## src/asd_pkg.sv

```systemverilog
`timescale 1ns / 1ps
// ----------------------------------------------------------------------------
// asd_pkg
// Shared widths, register indexes, reset values and state codes of the
// accelerometer step detector.
// ----------------------------------------------------------------------------
package asd_pkg;

  // Field widths
  localparam int SAMPLE_W    = 16;
  localparam int MAX_SAMPLES = 16;
  localparam int CNT_W       = 5;   // holds 0..MAX_SAMPLES
  localparam int SUM_W       = 21;  // MAX_SAMPLES * SAMPLE_W range, signed
  localparam int OFFSET_W    = 16;
  localparam int AVG_W       = 17;
  localparam int WIDE_W      = 22;  // quotient plus offset before saturation
  localparam int STEP_W      = 32;
  localparam int CFG_W       = 17;
  localparam int CFG_IDX_W   = 2;
  localparam int OUT_DATA_W  = 56;  // average + step count, padded to bytes
  localparam int OUT_USER_W  = 2;

  // Register indexes
  localparam logic [CFG_IDX_W-1:0] REG_OFFSET = 2'd0;
  localparam logic [CFG_IDX_W-1:0] REG_UP     = 2'd1;
  localparam logic [CFG_IDX_W-1:0] REG_DOWN   = 2'd2;

  // Reset values (Q8.8)
  localparam logic [OFFSET_W-1:0] OFFSET_RST = 16'h0A00;   // 10.0
  localparam logic [AVG_W-1:0]    UP_RST     = 17'h00800;  // 8.0
  localparam logic [AVG_W-1:0]    DOWN_RST   = 17'h1FB00;  // -5.0

  // Saturation limits of the average
  localparam logic [AVG_W-1:0] AVG_MAX = 17'h0FFFF;
  localparam logic [AVG_W-1:0] AVG_MIN = 17'h10000;

  // Sequencer states
  typedef enum logic [2:0] {
    ST_IDLE = 3'b001,
    ST_DIV  = 3'b010,
    ST_POST = 3'b100
  } seq_state_t;

  // Step detector states
  typedef enum logic [2:0] {
    DET_IDLE  = 3'b001,
    DET_ABOVE = 3'b010,
    DET_BELOW = 3'b100
  } det_state_t;

endpackage

```

## src/asd_div.sv

```systemverilog
`timescale 1ns / 1ps
// ----------------------------------------------------------------------------
// asd_div
// Bit-serial restoring divider: unsigned batch sum magnitude by the sample
// count, one quotient bit per cycle.
// ----------------------------------------------------------------------------
module asd_div (
  input  logic                        clk,
  input  logic                        rst,
  input  logic                        start,
  input  logic [asd_pkg::SUM_W-1:0]   dividend,
  input  logic [asd_pkg::CNT_W-1:0]   divisor,
  output logic                        done,
  output logic [asd_pkg::SUM_W-1:0]   quotient
);

  logic                        busy;
  logic [asd_pkg::CNT_W-1:0]   steps_left;
  logic [asd_pkg::CNT_W-1:0]   dvs;
  logic [asd_pkg::CNT_W-1:0]   rem;
  logic [asd_pkg::SUM_W-1:0]   shreg;
  logic [asd_pkg::CNT_W:0]     trial;
  logic                        fits;

  // Trial subtract of the next remainder digit
  assign trial = {rem, shreg[asd_pkg::SUM_W-1]};
  assign fits  = trial >= {1'b0, dvs};
  assign quotient = shreg;

  // Control: count down the quotient bits
  always_ff @(posedge clk) begin
    if (rst) begin
      busy       <= 1'b0;
      done       <= 1'b0;
      steps_left <= '0;
    end else begin
      done <= 1'b0;
      if (start) begin
        busy       <= 1'b1;
        steps_left <= asd_pkg::CNT_W'(asd_pkg::SUM_W - 1);
      end else if (busy) begin
        steps_left <= steps_left - 1'b1;
        if (steps_left == '0) begin
          busy <= 1'b0;
          done <= 1'b1;
        end
      end
    end
  end

  // Datapath: shift dividend out, quotient bits in
  always_ff @(posedge clk) begin
    if (start) begin
      shreg <= dividend;
      dvs   <= divisor;
      rem   <= '0;
    end else if (busy) begin
      rem   <= fits ? asd_pkg::CNT_W'(trial - {1'b0, dvs}) : asd_pkg::CNT_W'(trial);
      shreg <= {shreg[asd_pkg::SUM_W-2:0], fits};
    end
  end

endmodule

```

## src/accel_step_detector.sv

```systemverilog
`timescale 1ns / 1ps
// ----------------------------------------------------------------------------
// accel_step_detector
// Threshold step counter on batches of accelerometer samples: averages up
// to 16 samples of a batch, adds an offset and runs a three-state detector.
// ----------------------------------------------------------------------------
//  channel   dir  payload
//  s_axis    in   tuser=action, tdata[15:0]=sample, tlast=last
//  m_axis    out  tdata[16:0]=average, tdata[48:17]=step_count,
//                 tuser[0]=step_detected, tuser[1]=led_on
//  cfg       in   cfg_we, cfg_index, cfg_data (no read-back)
//
//  A sample or start request leaves the input ready for the next one. A
//  request marked last holds the input through acceptance, the bit-serial
//  divider, a step to normalize and saturate, and a step to classify and
//  load the output register.
//  The result waits in the output register; if it is still held, the
//  finished batch waits in the classify state. Reset is synchronous and
//  restores the default offset and thresholds.
// ----------------------------------------------------------------------------
module accel_step_detector (
  input  logic                              clk,
  input  logic                              rst,
  input  logic                              s_axis_tvalid,
  output logic                              s_axis_tready,
  input  logic [asd_pkg::SAMPLE_W-1:0]      s_axis_tdata,   // sample
  input  logic                              s_axis_tuser,   // action
  input  logic                              s_axis_tlast,   // last
  output logic                              m_axis_tvalid,
  input  logic                              m_axis_tready,
  output logic [asd_pkg::OUT_DATA_W-1:0]    m_axis_tdata,   // average, step_count, pad
  output logic [asd_pkg::OUT_USER_W-1:0]    m_axis_tuser,   // step_detected, led_on
  input  logic                              cfg_we,
  input  logic [asd_pkg::CFG_IDX_W-1:0]     cfg_index,
  input  logic [asd_pkg::CFG_W-1:0]         cfg_data
);

  asd_pkg::seq_state_t                 state;
  asd_pkg::det_state_t                 det;
  logic [asd_pkg::OFFSET_W-1:0]        reg_offset;
  logic [asd_pkg::AVG_W-1:0]           reg_up;
  logic [asd_pkg::AVG_W-1:0]           reg_down;
  logic [asd_pkg::SUM_W-1:0]           sum;
  logic [asd_pkg::CNT_W-1:0]           cnt;
  logic [asd_pkg::STEP_W-1:0]          steps;
  logic                                led;
  logic                                neg;
  logic [asd_pkg::AVG_W-1:0]           avg;

  logic                                in_acc;
  logic                                use_sample;
  logic [asd_pkg::SUM_W-1:0]           sum_next;
  logic [asd_pkg::CNT_W-1:0]           cnt_next;
  logic [asd_pkg::SUM_W-1:0]           mag;
  logic                                div_start;
  logic                                div_done;
  logic [asd_pkg::SUM_W-1:0]           quot;
  logic [asd_pkg::SUM_W-1:0]           q_signed;
  logic [asd_pkg::WIDE_W-1:0]          avg_wide;
  logic [asd_pkg::AVG_W-1:0]           avg_sat;
  logic                                out_free;
  asd_pkg::det_state_t                 det_next;
  logic                                led_next;
  logic                                stepped;
  logic [asd_pkg::STEP_W-1:0]          steps_next;

  assign s_axis_tready = (state == asd_pkg::ST_IDLE);
  assign in_acc        = s_axis_tvalid && s_axis_tready;
  assign out_free      = !m_axis_tvalid || m_axis_tready;

  // Accumulate the first samples of a batch
  assign use_sample = cnt < asd_pkg::CNT_W'(asd_pkg::MAX_SAMPLES);
  assign sum_next   = use_sample
                    ? sum + {{(asd_pkg::SUM_W - asd_pkg::SAMPLE_W){s_axis_tdata[asd_pkg::SAMPLE_W-1]}},
                             s_axis_tdata}
                    : sum;
  assign cnt_next   = use_sample ? cnt + 1'b1 : cnt;
  assign mag        = sum_next[asd_pkg::SUM_W-1] ? (~sum_next + 1'b1) : sum_next;
  assign div_start  = in_acc && !s_axis_tuser && s_axis_tlast;

  asd_div u_div (
    .clk      (clk),
    .rst      (rst),
    .start    (div_start),
    .dividend (mag),
    .divisor  (cnt_next),
    .done     (div_done),
    .quotient (quot)
  );

  // Restore sign, add offset, saturate to the average range
  assign q_signed = neg ? (~quot + 1'b1) : quot;
  assign avg_wide = {{(asd_pkg::WIDE_W - asd_pkg::SUM_W){q_signed[asd_pkg::SUM_W-1]}}, q_signed}
                  + {{(asd_pkg::WIDE_W - asd_pkg::OFFSET_W){reg_offset[asd_pkg::OFFSET_W-1]}},
                     reg_offset};
  always_comb begin
    avg_sat = avg_wide[asd_pkg::AVG_W-1:0];
    if (avg_wide[asd_pkg::WIDE_W-1:asd_pkg::AVG_W-1] != '0 &&
        avg_wide[asd_pkg::WIDE_W-1:asd_pkg::AVG_W-1] != '1) begin
      avg_sat = avg_wide[asd_pkg::WIDE_W-1] ? asd_pkg::AVG_MIN : asd_pkg::AVG_MAX;
    end
  end

  // Classify the batch average
  always_comb begin
    det_next = det;
    led_next = led;
    stepped  = 1'b0;
    unique case (det)
      asd_pkg::DET_ABOVE: begin
        if ($signed(avg) < $signed(reg_up)) begin
          det_next = asd_pkg::DET_IDLE;
          led_next = 1'b0;
        end
      end
      asd_pkg::DET_BELOW: begin
        if ($signed(avg) > $signed(reg_down)) begin
          det_next = asd_pkg::DET_IDLE;
          led_next = 1'b0;
        end
      end
      default: begin
        det_next = asd_pkg::DET_IDLE;
        if ($signed(avg) > $signed(reg_up)) begin
          det_next = asd_pkg::DET_ABOVE;
          stepped  = 1'b1;
        end else if ($signed(avg) < $signed(reg_down)) begin
          det_next = asd_pkg::DET_BELOW;
          stepped  = 1'b1;
        end
        if (stepped) begin
          led_next = 1'b1;
        end
      end
    endcase
  end
  assign steps_next = stepped ? steps + 1'b1 : steps;

  // Configuration registers
  always_ff @(posedge clk) begin
    if (rst) begin
      reg_offset <= asd_pkg::OFFSET_RST;
      reg_up     <= asd_pkg::UP_RST;
      reg_down   <= asd_pkg::DOWN_RST;
    end else if (cfg_we) begin
      unique case (cfg_index)
        asd_pkg::REG_OFFSET: reg_offset <= cfg_data[asd_pkg::OFFSET_W-1:0];
        asd_pkg::REG_UP:     reg_up     <= cfg_data;
        asd_pkg::REG_DOWN:   reg_down   <= cfg_data;
        default: ;
      endcase
    end
  end

  // Sequencer, batch and detector state
  always_ff @(posedge clk) begin
    if (rst) begin
      state         <= asd_pkg::ST_IDLE;
      det           <= asd_pkg::DET_IDLE;
      sum           <= '0;
      cnt           <= '0;
      steps         <= '0;
      led           <= 1'b0;
      neg           <= 1'b0;
      m_axis_tvalid <= 1'b0;
    end else begin
      // Load a new result, or drop the old one once it is taken
      if (state == asd_pkg::ST_POST && out_free) begin
        m_axis_tvalid <= 1'b1;
      end else if (m_axis_tready) begin
        m_axis_tvalid <= 1'b0;
      end
      unique case (state)
        asd_pkg::ST_IDLE: begin
          if (in_acc) begin
            if (s_axis_tuser) begin
              // start request: clear count and detector
              steps <= '0;
              det   <= asd_pkg::DET_IDLE;
            end else if (s_axis_tlast) begin
              neg   <= sum_next[asd_pkg::SUM_W-1];
              sum   <= '0;
              cnt   <= '0;
              state <= asd_pkg::ST_DIV;
            end else begin
              sum <= sum_next;
              cnt <= cnt_next;
            end
          end
        end
        asd_pkg::ST_DIV: begin
          if (div_done) begin
            state <= asd_pkg::ST_POST;
          end
        end
        asd_pkg::ST_POST: begin
          // hold until the output register is free
          if (out_free) begin
            det           <= det_next;
            led           <= led_next;
            steps         <= steps_next;
            state         <= asd_pkg::ST_IDLE;
          end
        end
        default: state <= asd_pkg::ST_IDLE;
      endcase
    end
  end

  // Average register and output payload
  always_ff @(posedge clk) begin
    if (div_done) begin
      avg <= avg_sat;
    end
    if (state == asd_pkg::ST_POST && out_free) begin
      m_axis_tdata <= {{(asd_pkg::OUT_DATA_W - asd_pkg::STEP_W - asd_pkg::AVG_W){1'b0}},
                       steps_next, avg};
      m_axis_tuser <= {led_next, stepped};
    end
  end

endmodule
```

## config.mk

```make
export PLATFORM = sky130hd
export DESIGN_NAME = accel_step_detector
export DESIGN_NICKNAME = d
export VERILOG_FILES = /design/src/asd_pkg.sv /design/src/asd_div.sv /design/src/accel_step_detector.sv
export SDC_FILE = /design/constraint.sdc
export NUM_CORES = 1
export LEC_CHECK = 0
export ABC_AREA = 0
export BUFFER_PORTS_ARGS = -buffer_cell sky130_fd_sc_hd__clkbuf_2
export CORE_AREA = 2 2 138 167
export CTS_CLUSTER_SIZE = 14
export DETAILED_ROUTE_END_ITERATION = 7
export DIE_AREA = 0 0 140 169
export HOLD_SLACK_MARGIN = 0.12
export PLACE_DENSITY = 0.8
export RECOVER_POWER = 50
export SYNTH_ARGS = -nofsm -noshare
export SYNTH_HDL_FRONTEND = slang
export SYNTH_SLANG_ARGS = --single-unit
```

## constraint.sdc

```tcl
create_clock -name clk -period 4.65 [get_ports clk]
set_input_delay 0.93 -clock clk [delete_from_list [all_inputs] [get_ports clk]]
set_output_delay 0.93 -clock clk [all_outputs]
set_load 0.05 [all_outputs]
```

Yosys cells after proc, flatten, opt, wreduce, memory -nomap -nowiden
Cells that the tools add are included.
{ "totals": {"ff_bits": 223, "inputBits": 42, "out_inout_bits": 60, "elab_cells": 128} }
{ "op_classes": {"n_reduce_logical": 26, "order_cmp": 6, "add_sub_neg": 8, "bitwise": 4, "n_mux": 47, "n_eq_ne": 16} }
{ "op_table": {"columns": ["operator", "n"], "rows": [
  ["32-bit two-way mux", 4],
  ["21-bit two-way mux", 6],
  ["32-bit one-hot mux with 2 select lines", 1],
  ["21-bit by 1-bit adder with 21-bit output (second input constant)", 2],
  ["21-bit NOT", 2],
  ["3-bit two-way mux", 12],
  ["17-bit > comparator", 2],
  ["17-bit less-than comparator", 2],
  ["17-bit two-way mux", 2],
  ["32-bit by 1-bit adder with 32-bit output (second input constant)", 1],
  ["5-bit two-way mux", 5],
  ["21-bit by 16-bit adder with 22-bit output", 1],
  ["21-bit adder", 1],
  ["1-bit two-way mux", 13],
  ["3-bit one-hot mux with 2 select lines", 2],
  ["3-bit one-hot mux with 3 select lines", 1],
  ["2-bit by 1-bit != test with 1-bit output (second input constant)", 4],
  ["2-bit AND reduction", 4],
  ["4-bit AND reduction", 2],
  ["3-bit by 2-bit == test with 1-bit output (second input constant)", 2],
  ["3-bit == test (second input constant)", 2],
  ["6-bit by 5-bit greater-or-equal comparator with 1-bit output", 1],
  ["3-bit != test (second input constant)", 2],
  ["6-bit != test (second input constant)", 1],
  ["22 further kinds", 32]
]} }

Logic depth before layout (Yosys ltp)
{ "depth": {"word_depth": 8, "depth_mapped": 19, "mapped_depth_nobuf": 18} }

Cells and area by module
A second synthesis with hierarchy kept.
{ "unflattened": {"cells_unflattened": 1499, "hier_area_um2": 13569.3} }
{ "by_module_without_submodules": {"columns": ["module", "seq_area_each_um2", "n_inst", "area_each_um2", "cells_each"], "rows": [
  ["accel_step_detector", 4384.2, 1, 11810.1, 1364],
  ["asd_div", 1021.0, 1, 1759.2, 135]
]} }

Worst setup path after synthesis
OpenSTA, ideal clock, no wires.
{ "synth_path": {"kind": "register to register", "from": "register u_div.shreg, in the netlist u_div.quotient[7]", "to": "register avg[10] (netlist name), data pin", "path_stages_with_launch": 16, "synth_period_minus_slack_ns": 4.133, "setup_ns": 0.130, "n_path_buf": 2, "arrival_time_ns": 4.003, "required_ns": 4.520, "setup_slack_ns": 0.517, "cell_sequence": "edfxtp_1 -> or4_1 -> o41ai_1 -> and2_1 -> xnor2_1 -> ha_1 -> clkbuf_1 -> a21oi_1 -> nor2_1 -> or4_1 -> a21oi_1 -> nor4_1 -> nand2b_1 -> o41ai_4 -> buf_2 -> a21o_1"} }
{ "synth_between": {"elab_chain_len": 7, "elab_cells_between_ends": 9, "cone_classes": "add/sub (2); eq/ne (1); mux (3); bitwise (1); reduce/logical (2)"} }
{ "synth_lines": {"columns": ["item", "line", "rtl"], "rows": [
  ["start: declaration", "asd_div.sv:21", "logic [asd_pkg::SUM_W-1:0] shreg;"],
  ["start signal: assignment", "asd_div.sv:54", "shreg <= dividend;"],
  ["start signal: assignment", "asd_div.sv:59", "shreg <= {shreg[asd_pkg::SUM_W-2:0], fits};"],
  ["21-bit NOT", "accel_step_detector.sv:92", "assign q_signed = neg ? (~quot + 1'b1) : quot;"],
  ["21-bit by 1-bit adder with 21-bit output", "accel_step_detector.sv:92", null],
  ["21-bit two-way mux *", "accel_step_detector.sv:92", null],
  ["21-bit by 16-bit adder with 22-bit output *", "accel_step_detector.sv:94", "+ {{(asd_pkg::WIDE_W - asd_pkg::OFFSET_W){reg_offset[asd_pkg::OFFSET_W-1]}},"],
  ["6-bit != test / 6-bit nonzero test (equally long branches)", "accel_step_detector.sv:99, accel_step_detector.sv:98", null],
  ["1-bit logical AND", "accel_step_detector.sv:98", "if (avg_wide[asd_pkg::WIDE_W-1:asd_pkg::AVG_W-1] != '0 &&"],
  ["17-bit two-way mux *", "accel_step_detector.sv:98", null],
  ["net avg_sat (one bit)", "accel_step_detector.sv:60", "logic [asd_pkg::AVG_W-1:0] avg_sat;"],
  ["end signal: assignment", "accel_step_detector.sv:213", "avg <= avg_sat;"],
  ["end: declaration", "accel_step_detector.sv:48", "logic [asd_pkg::AVG_W-1:0] avg;"]
]} }
The timed path passes the listed nets; every way through them passes the cells marked *.
A chain may end at the register's enable or synchronous reset.

Worst setup path after layout
{ "layout_path": {"from": "register u_div.shreg, in the netlist u_div.quotient[8]", "to": "register avg[6] (netlist name), data pin"} }
The elaborated chain is that of the path after synthesis.

==> results by group <==
Global route
  • Antenna violations before repair: 0
  • Pin count of the biggest net entering global routing: 57
  • Met2 Use GR: 43.8%
  • Vias in the first global route: 10200
  • Total GRT Usage: around a quarter
  • GRT Residual Overflow: 0
  • Global-route wire length before repair: 47.5 mm
  • Met3 global-route usage: about 2.5%
  • Grt peak-use layer: met2
  • Met1 usage: about 30%

CTS
  • CTS tree: built
  • Clk sink count: around 220
  • CTS H-tree depth: 1
  • CTS root buf: clkbuf_16
  • CTS max path bufs: 3
  • Clock latency on the worst-skew pair: approximately 0.51 ns
  • Number of buffers created by CTS: 24
  • Post-CTS Hold Buffers: 0
  • Clock slew at reported path FFs: 0.06 ns

Placement
  • Gpl congestion: just over 0.9
  • IO buf count: 94
  • DP Wirelength: ~20 mm
  • # placed instances: 1795
  • Dpl ws: about 0.052 ns
  • Cell Area, Placed: between 0.01 and 0.015 mm²

Logic synthesis
  • Seq/Total Area, Yosys: 40.8%
  • Syn Inst Count: around 1500
  • Ys Warns: 0
  • Ys async rst share: 0%
  • Post-Syn Area: between 0.01 and 0.015 mm²
  • Most instantiated library cell after synthesis: nand2_1
  • Synth Area per Inst: between 9 and 10 µm²
  • Synth top cells by count: nand2_1 (196), dfxtp_1 (129), a21oi_1 (116), nor2_1 (98), edfxtp_1 (94)
  • Yosys top cell area share: between 20% and 30%
  • Area contributors post-synth: edfxtp_1 (21%), dfxtp_1 (19%), ha_1 (8.3%), nand2_1 (5.5%), xnor2_1 (4.5%)
  • Yosys cell types: 90
  • Top FF cell, synth: dfxtp_1
  • Number of enable flip-flop cells after synthesis: 94
  • Synthesis-stage register bit count: 223
  • Yosys top cell by area: edfxtp_1

Die
  • DIE HEIGHT: ~170 µm
  • Row count: 60
  • Io pins: just over 100
  • Die Width: roughly 140 µm
  • Die footprint: between 0.02 and 0.025 mm²
  • Starting Density: roughly three fifths
  • Core ar.: 0.0221 mm²

Worst setup path
  • Flop2flop setup slack: roughly 0.24 ns
  • Critical-path cell list: or4_1 > or3_1 > nand2_1 > xnor2_1 > ha_1 > nand3_1 > nor2_1 > and2_1 > a221o_1 > a21oi_1 > nor4_1 > o31ai_2 > buf_4 > a31oi_1 > buf_4 > a21o_1
  • Critical path capture point type: flop
  • Slowest stage delay, CP: around 0.6 ns
  • Reg2reg start: u_div.quotient[8]$_DFFE_PP_
  • Most common cell on crit path: buf_4
  • RR Endpoint: avg[6]$_DFFE_PP_
  • Slowest cell on the critical path: or4_1
  • CP delay by family, top: simple AND/OR/NAND/NOR gates
  • Worst EP arrival: approximately 4.8 ns
  • Critical path type: reg2reg
  • CP bufs+invs: 2
  • Startpoint Class: flop
  • R2R depth: 16
  • Worst-path fanout max: 13
  • Required @ worst endpoint: ~5 ns

STA
  • Setup slack after layout: ~0.24 ns
  • Crit path time final: about 4.4 ns
  • Clock skew: ~0.012 ns
  • Worst slew pin tran: 2.71 ns
  • Setup violations, final: 0
  • Period utilization: between 90 and 100%
  • FMAX: 227 MHz
  • Final hold vios: 0
  • Worst-case hold slack: 0.455 ns
  • Max-slew violations: 97
  • Slew headroom: -80.8%

Drt
  • Final wirelength: between 20 and 30 mm
  • Detailed Route Iter0 Violations: 520
  • WL/cell: roughly 15 µm
  • Via count: 10800
  • First-pass DRT Iterations: 8
  • # DRC: 7
  • Drt via density: ~5.8
  • Post-route ant nets: 0

Worst hold path
  • Hold Crit Start: reg_down[7]$_SDFFE_PP0P_
  • Hold path depth: 2
  • Min-Delay Endpoint: reg_down[7]$_SDFFE_PP0P_
  • Hold crit path type: reg2reg

Power and ir drop
  • PD cells: ~330 mW/mm²
  • Tot Pwr: between 4 and 5 mW
  • Peak VDD IR: around 0.24 mV
  • Pleak: roughly 5.8 nW

Run
  • Maxcap violations: 2

Status
  • Status: finished, violations left
  • Violated checks: DRC, capacitance limit, slew limit

Final layout
  • Final net count: 1678
  • Diode count: 0
  • Synthesis-to-layout area growth: 10.4%
  • Final non-filler cell total: about 1800
  • Final instance area: 0.0146 mm²
  • Layout cells sized above 1: ~9.1%
-- cells by family after synthesis --
logic type	count (synthesis)	synth area share, %
compound gates	420	20.9
xor+xnor	96	6.34
fa+ha+maj	91	8.75
buf+inv	144	4.74
flops	223	40.8
mux	13	1.02
other cells	1	0.0283
simple gates	479	17.5
-- layout make-up --
cell class / instances / area (µm²)
fillers: 1808 / 7500
multi-input cells: 1106 / 7250
flip-flops and latches: 223 / 5410
clock buffers: 37 / 712
repair buffers: 119 / 594
well taps: 279 / 349
inverters: 71 / 267
clock inverters: 7 / 65.1
-- placed cells by master (no fill, tap or decap), types with 9 or more instances in the layout --
master and instances:
nand2_1 196, dfxtp_1 129, a21oi_1 116, nor2_1 97, edfxtp_1 94, ha_1 88
o21ai_0 85, inv_1 71, xnor2_1 68, clkbuf_1 64, a21o_1 45, clkbuf_2 42
nor3_1 29, nand3_1 28, xor2_1 28, clkbuf_16 26, a31oi_1 24, o31ai_1 23
buf_4 21, nand2b_1 19, nand4_1 17, a22oi_1 17, and3_1 14, nor2b_1 13
a211o_1 11, mux2i_1 9
-- worst max-delay path by stage --
stage                             end  cells after the start                        start  slack (ns)
finish               avg[6]$_DFFE_PP_                     16  u_div.quotient[8]$_DFFE_PP_        0.24
global route        avg[15]$_DFFE_PP_                     16  u_div.quotient[8]$_DFFE_PP_       -0.07
CTS                 avg[12]$_DFFE_PP_                     15  u_div.quotient[8]$_DFFE_PP_        0.02
detailed placement  avg[12]$_DFFE_PP_                     15  u_div.quotient[8]$_DFFE_PP_        0.05
global placement    avg[12]$_DFFE_PP_                     15  u_div.quotient[7]$_DFFE_PP_        0.16
floorplan           avg[10]$_DFFE_PP_                     15  u_div.quotient[7]$_DFFE_PP_        0.52
-- tightest hold or removal path, stage by stage (launching register included) --
cell,delay (ns)
dfxtp_1,0.31
nand2_1,0.05
a21oi_1,0.05
-- through the flow --
| step | TNS (ns) | util, % |
|---|---|---|
| 3_5_place_dp | 0 | 62.8 |
| 5_1_grt | -0.757 | 66.1 |
| 6_report | 0 | 66.1 |
| 4_1_cts | 0 | 66.3 |
| 2_1_floorplan | 0 | - |
| 3_3_place_gp | 0 | 62.8 |
-- state kept, by name (all words and copies together) (netlist names), 16 cells and up --
register        cells
m_axis_tdata       49
reg_down           17
sum                21
steps              32
reg_offset         16
u_div.quotient     21
avg                17
reg_up             17
-- per-layer routing --
layer,routed length [µm],share of wire [%],vias up
met4,750,2.6,0
li1,-,-,5448
met3,1140,4.0,49
met5,0,0,-
met2,14200,50,248
met1,12300,43,5023
-- power by group --
part / internal (mW) / switching [mW]
registers: 2.10 / 0.0519
logic: 0.319 / 0.455
clock network: 1.11 / 0.755
-- repair_timing --
| action | in CTS | in global routing |
|---|---|---|
| gates resized for setup | 0 | 0 |
| setup endpoints to repair | 0 | 16 |
| buffers inserted | 0 | 3 |
Note: power is estimated with default switching activity, not from simulation.
